`config.mk`:
```
export PLATFORM = sky130hd
export DESIGN_NAME = double_ended_bump_allocator_core
export DESIGN_NICKNAME = d
export VERILOG_FILES = /design/src/hdl/debump_pkg.sv /design/src/hdl/debump_step.sv /design/src/hdl/double_ended_bump_allocator_core.sv
export VERILOG_INCLUDE_DIRS = /design/src /design/src/hdl
export SDC_FILE = /design/constraint.sdc
export NUM_CORES = 1
export LEC_CHECK = 0
export BUFFER_PORTS_ARGS = -buffer_cell sky130_fd_sc_hd__buf_2
export CELL_PAD_IN_SITES_DETAIL_PLACEMENT = 1
export CELL_PAD_IN_SITES_GLOBAL_PLACEMENT = 2
export CORE_MARGIN = 5
export CORE_UTILIZATION = 39
export CTS_BUF_LIST = sky130_fd_sc_hd__clkbuf_8 sky130_fd_sc_hd__clkbuf_16
export DETAILED_ROUTE_END_ITERATION = 6
export PLACE_DENSITY_LB_ADDON = 0.1
export RECOVER_POWER = 50
export SLEW_MARGIN = 20
export SYNTH_ARGS = -nofsm -noshare
export SYNTH_HDL_FRONTEND = slang
export SYNTH_SLANG_ARGS = --single-unit
export TNS_END_PERCENT = 30
```
`constraint.sdc`:
```
create_clock -name clk -period 9 [get_ports clk]
set_input_delay 0.9 -clock clk [delete_from_list [all_inputs] [get_ports clk]]
set_output_delay 0.9 -clock clk [all_outputs]
set_load 0.03 [all_outputs]
```
`src/hdl/double_ended_bump_allocator_core_assert.svh`:
```
// Assertion helpers used by the allocator core RTL.
`ifndef DOUBLE_ENDED_BUMP_ALLOCATOR_CORE_ASSERT_SVH
`define DOUBLE_ENDED_BUMP_ALLOCATOR_CORE_ASSERT_SVH

// The consequent must hold in the same cycle as the antecedent.
`define DEBUMP_ASSERT_SAME(label, clk, rst_n, ante, cons) \
    label: assert property (@(posedge clk) disable iff (!rst_n) (ante) |-> (cons)) \
        else $error("allocator check failed in the same cycle");

// The consequent must hold in the cycle after the antecedent.
`define DEBUMP_ASSERT_NEXT(label, clk, rst_n, ante, cons) \
    label: assert property (@(posedge clk) disable iff (!rst_n) (ante) |=> (cons)) \
        else $error("allocator check failed in the following cycle");

`endif

```
`src/hdl/debump_pkg.sv`:
```
`default_nettype none

package debump_pkg;

    localparam int unsigned WORD_W  = 32;
    localparam int unsigned ALIGN_W = 18;
    localparam int unsigned INDEX_W = 2;

    // Smallest allocation unit and alignment, in bytes.
    localparam logic [WORD_W-1:0]  MIN_UNIT       = 32'd4;
    localparam logic [ALIGN_W-1:0] MIN_ALIGN      = 18'd4;

    typedef logic [WORD_W-1:0] word_t;

    typedef enum logic [1:0] {
        OP_ALLOC     = 2'd0,
        OP_FREE_ALL  = 2'd1,
        OP_FREE_TAIL = 2'd2,
        OP_QUERY     = 2'd3
    } op_t;

    typedef enum logic [INDEX_W-1:0] {
        CFG_REGION_BASE  = 2'd0,
        CFG_REGION_BYTES = 2'd1,
        CFG_ERROR_ENABLE = 2'd2,
        CFG_UNUSED       = 2'd3
    } cfg_index_t;

    // Allocator state.
    typedef struct packed {
        word_t head;
        word_t tail;
        word_t free;
    } heap_state_t;

    // Item after input registration, with the state-independent work done.
    typedef struct packed {
        op_t                op;
        word_t              size;
        logic [ALIGN_W-1:0] align_m1;
        logic               from_tail;
    } prep_item_t;

    typedef struct packed {
        word_t block_address;
        logic  granted;
        logic  error_request;
    } alloc_result_t;

endpackage

`default_nettype wire

```
`src/hdl/debump_step.sv`:
```
`default_nettype none

module debump_step (
    input  wire debump_pkg::prep_item_t    item,
    input  wire debump_pkg::heap_state_t   state,
    input  wire debump_pkg::word_t         region_base,
    input  wire debump_pkg::word_t         region_bytes,
    input  wire logic                      error_enable,
    output debump_pkg::heap_state_t        state_next,
    output debump_pkg::alloc_result_t      result
);
    import debump_pkg::*;

    word_t mask;
    word_t head_start;
    word_t head_total;
    word_t tail_start;
    word_t tail_total;
    word_t region_end;
    logic  head_fits;
    logic  tail_fits;

    always_comb
    begin
        mask       = {{(WORD_W-ALIGN_W){1'b0}}, item.align_m1};
        region_end = region_base + region_bytes;
        head_start = (state.head + mask) & ~mask;
        head_total = item.size + (head_start - state.head);
        tail_start = (state.tail - item.size) & ~mask;
        tail_total = state.tail - tail_start;
        head_fits  = head_total <= state.free;
        tail_fits  = tail_total <= state.free;
    end

    always_comb
    begin
        state_next = state;
        result     = '0;
        case (item.op)
            OP_ALLOC:
            begin
                if (!item.from_tail)
                begin
                    if (head_fits)
                    begin
                        result.block_address = head_start;
                        result.granted       = 1'b1;
                        state_next.head      = head_start + item.size;
                        state_next.free      = state.free - head_total;
                    end
                    else
                    begin
                        result.error_request = error_enable;
                    end
                end
                else
                begin
                    if (tail_fits)
                    begin
                        result.block_address = tail_start;
                        result.granted       = 1'b1;
                        state_next.tail      = tail_start;
                        state_next.free      = state.free - tail_total;
                    end
                    else
                    begin
                        result.error_request = error_enable;
                    end
                end
            end
            OP_FREE_ALL:
            begin
                state_next.free = region_bytes;
                state_next.head = region_base;
                state_next.tail = region_end;
            end
            OP_FREE_TAIL:
            begin
                state_next.free = (region_end - state.tail) + state.free;
                state_next.tail = region_end;
            end
            default:
            begin
                state_next = state;
            end
        endcase
    end

endmodule

`default_nettype wire

```
`src/hdl/double_ended_bump_allocator_core.sv`:
```
// Double-ended bump allocator over one memory region.
// Configuration: write region_base, region_bytes and error_request_enable through the
// cfg channel (cfg_ready is always high), then send a free-all item to load the pointers.
// Request channel: req_valid with operation, request_bytes and align_dir; the item is
// taken at an edge where req_valid is high and req_stall is low.
// Response channel: rsp_valid with block_address, granted, error_request, free_bytes and
// head_address; the item leaves at an edge where rsp_valid is high and rsp_stall is low.
// From acceptance an item goes through the input register, then the pointer update and
// the response register. One item is taken every cycle while req_stall is low; the
// rate is set by the single pass of add, mask and compare against the pointer registers.
// When rsp_stall is high the response holds, the input register keeps one item and
// req_stall rises only once both are full.
// Reset clears the configuration, the pointers and the free count to zero and empties
// both registers; until a free-all item arrives the zero state is used as it stands.
`default_nettype none

module double_ended_bump_allocator_core (
    input  wire logic                        clk,
    input  wire logic                        rst_n,
    input  wire logic                        cfg_valid,
    output logic                             cfg_ready,
    input  wire logic [debump_pkg::INDEX_W-1:0] cfg_index,
    input  wire logic [31:0]                 cfg_data,
    input  wire logic                        req_valid,
    output logic                             req_stall,
    input  wire logic [1:0]                  operation,
    input  wire logic [31:0]                 request_bytes,
    input  wire logic signed [17:0]          align_dir,
    output logic                             rsp_valid,
    input  wire logic                        rsp_stall,
    output logic [31:0]                      block_address,
    output logic                             granted,
    output logic                             error_request,
    output logic [31:0]                      free_bytes,
    output logic [31:0]                      head_address
);
    import debump_pkg::*;

    `include "double_ended_bump_allocator_core_assert.svh"

    word_t         base_reg;
    word_t         bytes_reg;
    logic          err_en_reg;

    logic          s1_valid_reg;
    logic          s1_valid_next;
    prep_item_t    s1_item_reg;
    prep_item_t    s1_item_next;

    heap_state_t   state_reg;
    heap_state_t   state_next;
    alloc_result_t step_result;

    logic          out_valid_reg;
    logic          out_valid_next;
    alloc_result_t out_result_reg;
    heap_state_t   out_state_reg;

    logic          req_accept;
    logic          advance;
    logic          s1_fire;

    word_t              size_min;
    logic [ALIGN_W-1:0] align_mag;
    logic [ALIGN_W-1:0] align_val;

    assign cfg_ready  = 1'b1;
    assign advance    = !out_valid_reg || !rsp_stall;
    assign s1_fire    = s1_valid_reg && advance;
    assign req_stall  = s1_valid_reg && !advance;
    assign req_accept = req_valid && !req_stall;

    always_ff @(posedge clk or negedge rst_n)
    begin
        if (!rst_n)
        begin
            base_reg   <= '0;
            bytes_reg  <= '0;
            err_en_reg <= 1'b0;
        end
        else if (cfg_valid && cfg_ready)
        begin
            case (cfg_index_t'(cfg_index))
                CFG_REGION_BASE:  base_reg   <= cfg_data;
                CFG_REGION_BYTES: bytes_reg  <= cfg_data;
                CFG_ERROR_ENABLE: err_en_reg <= cfg_data[0];
                default:          err_en_reg <= err_en_reg;
            endcase
        end
    end

    // Size rounding and the alignment mask do not depend on the state, so they are
    // worked out ahead of the input register.
    always_comb
    begin
        size_min                = (request_bytes < MIN_UNIT) ? MIN_UNIT : request_bytes;
        s1_item_next.op         = op_t'(operation);
        s1_item_next.size       = (size_min + (MIN_UNIT - 32'd1)) & ~(MIN_UNIT - 32'd1);
        s1_item_next.from_tail  = align_dir[ALIGN_W-1];
        align_mag               = align_dir[ALIGN_W-1] ? ALIGN_W'(18'd0 - align_dir)
                                                       : ALIGN_W'(align_dir);
        align_val               = (align_mag < MIN_ALIGN) ? MIN_ALIGN : align_mag;
        s1_item_next.align_m1   = align_val - 18'd1;
    end

    always_comb
    begin
        if (req_accept)
            s1_valid_next = 1'b1;
        else if (advance)
            s1_valid_next = 1'b0;
        else
            s1_valid_next = s1_valid_reg;
    end

    always_comb
    begin
        if (s1_fire)
            out_valid_next = 1'b1;
        else if (!rsp_stall)
            out_valid_next = 1'b0;
        else
            out_valid_next = out_valid_reg;
    end

    always_ff @(posedge clk or negedge rst_n)
    begin
        if (!rst_n)
        begin
            s1_valid_reg  <= 1'b0;
            out_valid_reg <= 1'b0;
            state_reg     <= '0;
        end
        else
        begin
            s1_valid_reg  <= s1_valid_next;
            out_valid_reg <= out_valid_next;
            if (s1_fire)
                state_reg <= state_next;
        end
    end

    always_ff @(posedge clk)
    begin
        if (req_accept)
            s1_item_reg <= s1_item_next;
        if (s1_fire)
        begin
            out_result_reg <= step_result;
            out_state_reg  <= state_next;
        end
    end

    debump_step u_step (
        .item         (s1_item_reg),
        .state        (state_reg),
        .region_base  (base_reg),
        .region_bytes (bytes_reg),
        .error_enable (err_en_reg),
        .state_next   (state_next),
        .result       (step_result)
    );

    assign rsp_valid     = out_valid_reg;
    assign block_address = out_result_reg.block_address;
    assign granted       = out_result_reg.granted;
    assign error_request = out_result_reg.error_request;
    assign free_bytes    = out_state_reg.free;
    assign head_address  = out_state_reg.head;

    // A grant and an error request never appear together.
    `DEBUMP_ASSERT_SAME(a_grant_err_excl, clk, rst_n, out_valid_reg, !(granted && error_request))
    // A response without a grant always carries a zero address.
    `DEBUMP_ASSERT_SAME(a_no_grant_zero, clk, rst_n, out_valid_reg && !granted,
        block_address == '0)
    // A refused allocation leaves the free count untouched.
    `DEBUMP_ASSERT_NEXT(a_fail_keeps_free, clk, rst_n,
        s1_fire && (s1_item_reg.op == OP_ALLOC) && !step_result.granted,
        state_reg.free == $past(state_reg.free))
    // An item leaving the input register always lands in the response register.
    `DEBUMP_ASSERT_NEXT(a_fire_fills_out, clk, rst_n, s1_fire, out_valid_reg)

endmodule

`default_nettype wire
```
Word-level counts from Yosys, hierarchy flattened. Index checks and enable logic that the tools add are counted.

Output and inout port bits: 101. Register bits after elaboration: 312.

Muxes and demuxes: 20. Bitwise operators: 3. $add $sub $neg: 14. Magnitude comparators: 4. Eq/ne operators: 7. Reduce and logical (&&, ||, !) cells: 16.

Operator list (number): two-way mux 32 bit (6); case mux 64 bit (3 select lines) (1); subtractor 32 bit (6); adder 32 bit (4); two-way mux 33 bit (2); bitwise AND 32 bit (2); less-or-equal comparator 32 bit (2); two-way mux 64 bit (1); case mux 32 bit (2 select lines) (1); two-way mux 18 bit (2); two-way mux 34 bit (1); adder 32 x 18 -> 32 bit (1); adder 32 x 2 -> 32 bit, second input constant (1); less-than comparator 32 x 3 -> 1 bit, second input constant (1); NOT 18 -> 32 bit (1); less-than comparator 18 x 3 -> 1 bit, second input constant (1); subtractor 1 x 18 -> 18 bit, first input constant (1); subtractor 18 x 1 -> 18 bit, second input constant (1); two-way mux 1 bit (6); AND reduction 2 bit (3); == test 2 x 1 -> 1 bit, second input constant (2); == test 2 bit, second input constant (2); logical NOT 1 bit (4); logical NOT 2 bit (2); other kinds (7) (10).

Depth between registers and ports, before layout.
Depth after elaboration: 8. Gate-level depth with buffers: 36.

By module. A second synthesis with hierarchy kept.

Cell total of the unflattened synthesis: 3482. Area, all modules: 31047.3 um^2.

Modules (own cells, without submodules): debump_step (cells an instance 2754, times used 1, area an instance 18978.2 um^2); double_ended_bump_allocator_core (cells an instance 728, times used 1, area an instance 12069.1 um^2).

Worst setup path before layout. Ideal clock, no wire load.

Path type: reg2reg. From: register s1_item_reg[1] in the netlist's numbering. To: register out_result_reg, in the netlist block_address[5], data pin. Arrival: 7.871 ns. Path slack: 0.990 ns. Stages on the path, launching flop included: 36. Library setup time: 0.140 ns. Required time: 8.860 ns. Path through: edfxtp_1 > nand2_1 > inv_1 > fa_1 > a21o_1 > a311oi_1 > a21oi_1 > a311o_1 > xnor2_1 > nor2_1 > inv_1 > fa_1 > inv_1 > ha_1 > a22oi_1 > nand2_1 > or2_2 > o31ai_1 > a21oi_1 > a2111oi_0 > nor2_1 > a21o_1 > a21oi_1 > xor2_1 > ha_1 > clkbuf_1 > and4_1 > nand3_1 > or3_1 > o211ai_1 > o31a_1 > clkbuf_1 > buf_1 > buf_1 > a22oi_1 > nor2_1.

Word-level cells in the longest chain between the ends: 7.

Ends and longest elaborated chain: start, declared (line double_ended_bump_allocator_core.sv:47) `prep_item_t s1_item_reg;`; start signal, assigned (line double_ended_bump_allocator_core.sv:146) `s1_item_reg <= s1_item_next;`; adder 32 x 18 -> 32 bit / NOT 18 -> 32 bit (equally long branches) (line debump_step.sv:27, debump_step.sv:29); bitwise AND 32 bit (line debump_step.sv:27) `head_start = (state.head + mask) & ~mask;`; subtractor 32 bit (line debump_step.sv:28) `head_total = item.size + (head_start - state.head);`; adder 32 bit (line debump_step.sv:28); less-or-equal comparator 32 bit (line debump_step.sv:31) `head_fits = head_total <= state.free;`; two-way mux 33 bit (line debump_step.sv:44) `if (head_fits)`; two-way mux 34 bit (*) (line debump_step.sv:42) `if (!item.from_tail)`; end signal, assigned (line double_ended_bump_allocator_core.sv:149) `out_result_reg <= step_result;`; end, declared (line double_ended_bump_allocator_core.sv:56) `alloc_result_t out_result_reg;`.

Mark *: on every way between the ends. The rest lies on a longest branch, timed or not. A chain may end at the register's enable or synchronous reset.

==> impl_metrics.csv <==
group,metric,value,unit
status,outcome,"finished, violations left",
status,violations,"max-capacitance violations, max-slew violations",
timing,fmax,0.117,GHz
final_layout,utilization,44.8,%
critical_path,rr_worst_depth,37,
floorplan,core_area,76100,um2
clock_tree,cts_hold_buffers,0,
clock_tree,clock_path_buffers,3,
final_layout,area_growth,13.8,%
logic_synthesis,ys_top_cells_by_area,"edfxtp_1 (15%), dfrtp_1 (14%), ha_1 (11%)",
logic_synthesis,yosys.area.top_type,"edfxtp_1",
timing,hold_viol,0,
placement,portBuffers,190,
timing,fin_skew,32.5,ps
clock_tree,cts.clk_slew.worst_paths,60,ps
clock_tree,cts_tree,"yes",
route,drcViolationCount,0,
global_routing,antenna_found_initial,1,
placement,post-dp-hpwl,105,mm
job,maxCapViolations,7,
critical_path,critPathCaptureType,"flop",
route,drtIter0Drc,2266,
timing,period_minus_slack,8580,ps
critical_path,cp.arrival,8920,ps
logic_synthesis,yosysWarningCount,0,
logic_synthesis,synth_top_cell_area_share,14.9,%
timing,worst_pin_slew,3990,ps
critical_path,start_kind,"flop",
timing,setup_viol,0,
clock_tree,cts_htree_levels,2,
placement,gp_congestion,0.961,
clock_tree,clockRootBuffer,"clkbuf_16",
logic_synthesis,ys_ff_latch,312,
critical_path,cp_common_cell,"buf_4",
timing,fin_crit_sh,95.3,%
min_path,min_to,"s1_item_reg[51]",
logic_synthesis,synth_cells,3461,
critical_path,crit_path_max_fanout,7,
global_routing,track_usage,30.6,%
floorplan,start_util,39.4,%
global_routing,grt_first_pass_wirelength,191,mm
logic_synthesis,ys_seq_area_share,28.5,%
floorplan,io_pins,192,
logic_synthesis,post-synth-top-count-cell,"a21oi_1",
floorplan,die_h,287,um
route,finalWirelength,130,mm
route,first_pass_iters,6,
min_path,worst_hold_path_type,"input pin to flop",
floorplan,dieWidth,287,um
route,ant_nets,0,
logic_synthesis,yosysUniqueCellTypes,87,
final_layout,fin_nets,4087,
route,wl_per_cell,27.4,um
critical_path,cpPeakStageDelay,590,ps
min_path,hold_depth,1,
clock_tree,clock_latency,600,ps
floorplan,die-area,82500,um2
critical_path,worst-endpoint-required,9340,ps
clock_tree,cts_buffers,41,
critical_path,regToRegSetupSlack,420,ps
logic_synthesis,netlist_area,30000,um2
global_routing,overflow,0,
logic_synthesis,async_flop_share,52.2,%
global_routing,grt_pass1_vias,29668,
timing,relSlewSlack,-166,%
final_layout,largest_reg_flops,96,
critical_path,r2r_start,"state_reg[34]",
min_path,holdCritStartpoint,"operation[0]",
route,vias,28925,
critical_path,critPathKind,"flop to flop",
timing,report.final.slew_viol_count,319,
logic_synthesis,synth_ff_type,"dfrtp_1",
global_routing,grt_start_max_net_pins,65,
final_layout,n_fill_cell,8990,
clock_tree,clock-sinks,312,
logic_synthesis,avgSynthCellArea,8.66,um2
final_layout,diodes,0,
critical_path,r2r_end,"free_bytes[23]",
floorplan,rows,101,
route,viasPerCell,6.10,
logic_synthesis,yosys-top-cells-count,"a21oi_1 (332), nor2_1 (265), ha_1 (264)",
critical_path,crit_slowest_cell,"or4_1",
logic_synthesis,synth_edf_count,149,
final_layout,drive_above_1_share,12.5,%
## kinds of logic after synthesis
logic type / after synthesis / synth area share [%]
adders and majority gates: 318 / 14.6
and+or+nand+nor: 921 / 14.8
muxes: 95 / 3.57
DFF: 312 / 28.5
xor gates and xnor gates: 303 / 8.90
other: 2 / 0.0250
AOI/OAI and AO/OA: 1175 / 25.3
buffers and inverters: 335 / 4.28
## what timing repair did
action | in CTS | in global routing
setup endpoints to repair | 2 | 159
gates resized for setup | 1 | 20
pin swaps | 0 | 3
buffers inserted | 0 | 1
## how the worst max path moves through the flow
stage	startpoint	to	slack, ps	cells past startpoint
final	state_reg[34]	free_bytes[23]	420	37
after detailed placement	s1_item_reg[2]	free_bytes[6]	-20	35
after global routing	state_reg[34]	free_bytes[23]	-20	37
after floorplan	s1_item_reg[1]	block_address[5]	990	35
after CTS	s1_item_reg[2]	head_address[26]	60	33
after global placement	s1_item_reg[1]	state_reg[27]	60	35
## per-stage QoR
stage | setup slack (ps) | hold WS, ps | cell area, um2 | TNS (ps) | instances
CTS | 55.1 | 316 | 34100 | 0 | 4740
finish | 420 | 491 | 34100 | 0 | 4741
global placement | 61.8 | 477 | 32700 | 0 | 4664
floorplan | 990 | 457 | 30000 | 0 | 3462
detailed placement | -20.4 | 495 | 32700 | -20.4 | 4664
global route | -16.2 | 470 | 34100 | -16.2 | 4741
## metal layers
| metal | global-route usage, % | part of all wire (%) | wire length, um | vias up |
|---|---|---|---|---|
| li1 | - | - | - | 13207 |
| met1 | 45.4 | 48 | 61900 | 14572 |
| met2 | 47.1 | 43 | 55900 | 988 |
| met3 | 3.16 | 6.2 | 8040 | 158 |
| met4 | 9.02 | 3.3 | 4260 | 0 |
| met5 | 0 | 0 | 0 | - |
## placed cells by master, fill, tap and decap left out, types with 25 or more instances in the layout
cell,instances
buf_2,145
inv_1,218
clkbuf_1,50
clkbuf_16,41
o22ai_1,51
nor3_1,52
xor2_1,111
o21a_1,51
nand2b_1,45
nand3_1,77
nand2_1,242
o21ai_0,220
nor2_1,260
mux2_2,82
o211ai_1,33
edfxtp_1,149
a211oi_1,40
and2_1,25
fa_1,54
a21oi_1,327
nor2b_1,32
a21o_1,134
a31oi_1,49
a22oi_1,33
and3_1,42
xnor2_1,189
dfrtp_1,163
o21bai_1,28
ha_1,263
buf_4,95
nand4_1,39
## worst max-delay path: cells and delay by family, from the launching register on
kind	cells	cell delay, ps
buffers and inverters	8	1100
adder cells (fa/ha/maj)	4	1280
flip-flops	1	410
AND/OR/NAND/NOR	7	1830
XOR/XNOR	2	310
AO/OA/AOI/OAI	16	3360
## area by class of cell
cell class	count	area [um2]	area share, %
Sequential cell	312	8550	25.1
Inverter	210	790	2.31
Tap cell	1030	1290	3.78
Clock buffer	42	1040	3.05
Timing Repair Buffer	298	1780	5.21
Multi-Input combinational cell	2815	20300	59.5
Clock inverter	34	375	1.10
Power is left out: the tool's default activity adds up to more than one toggle a clock period on the data nets, which glitch-free logic cannot reach.
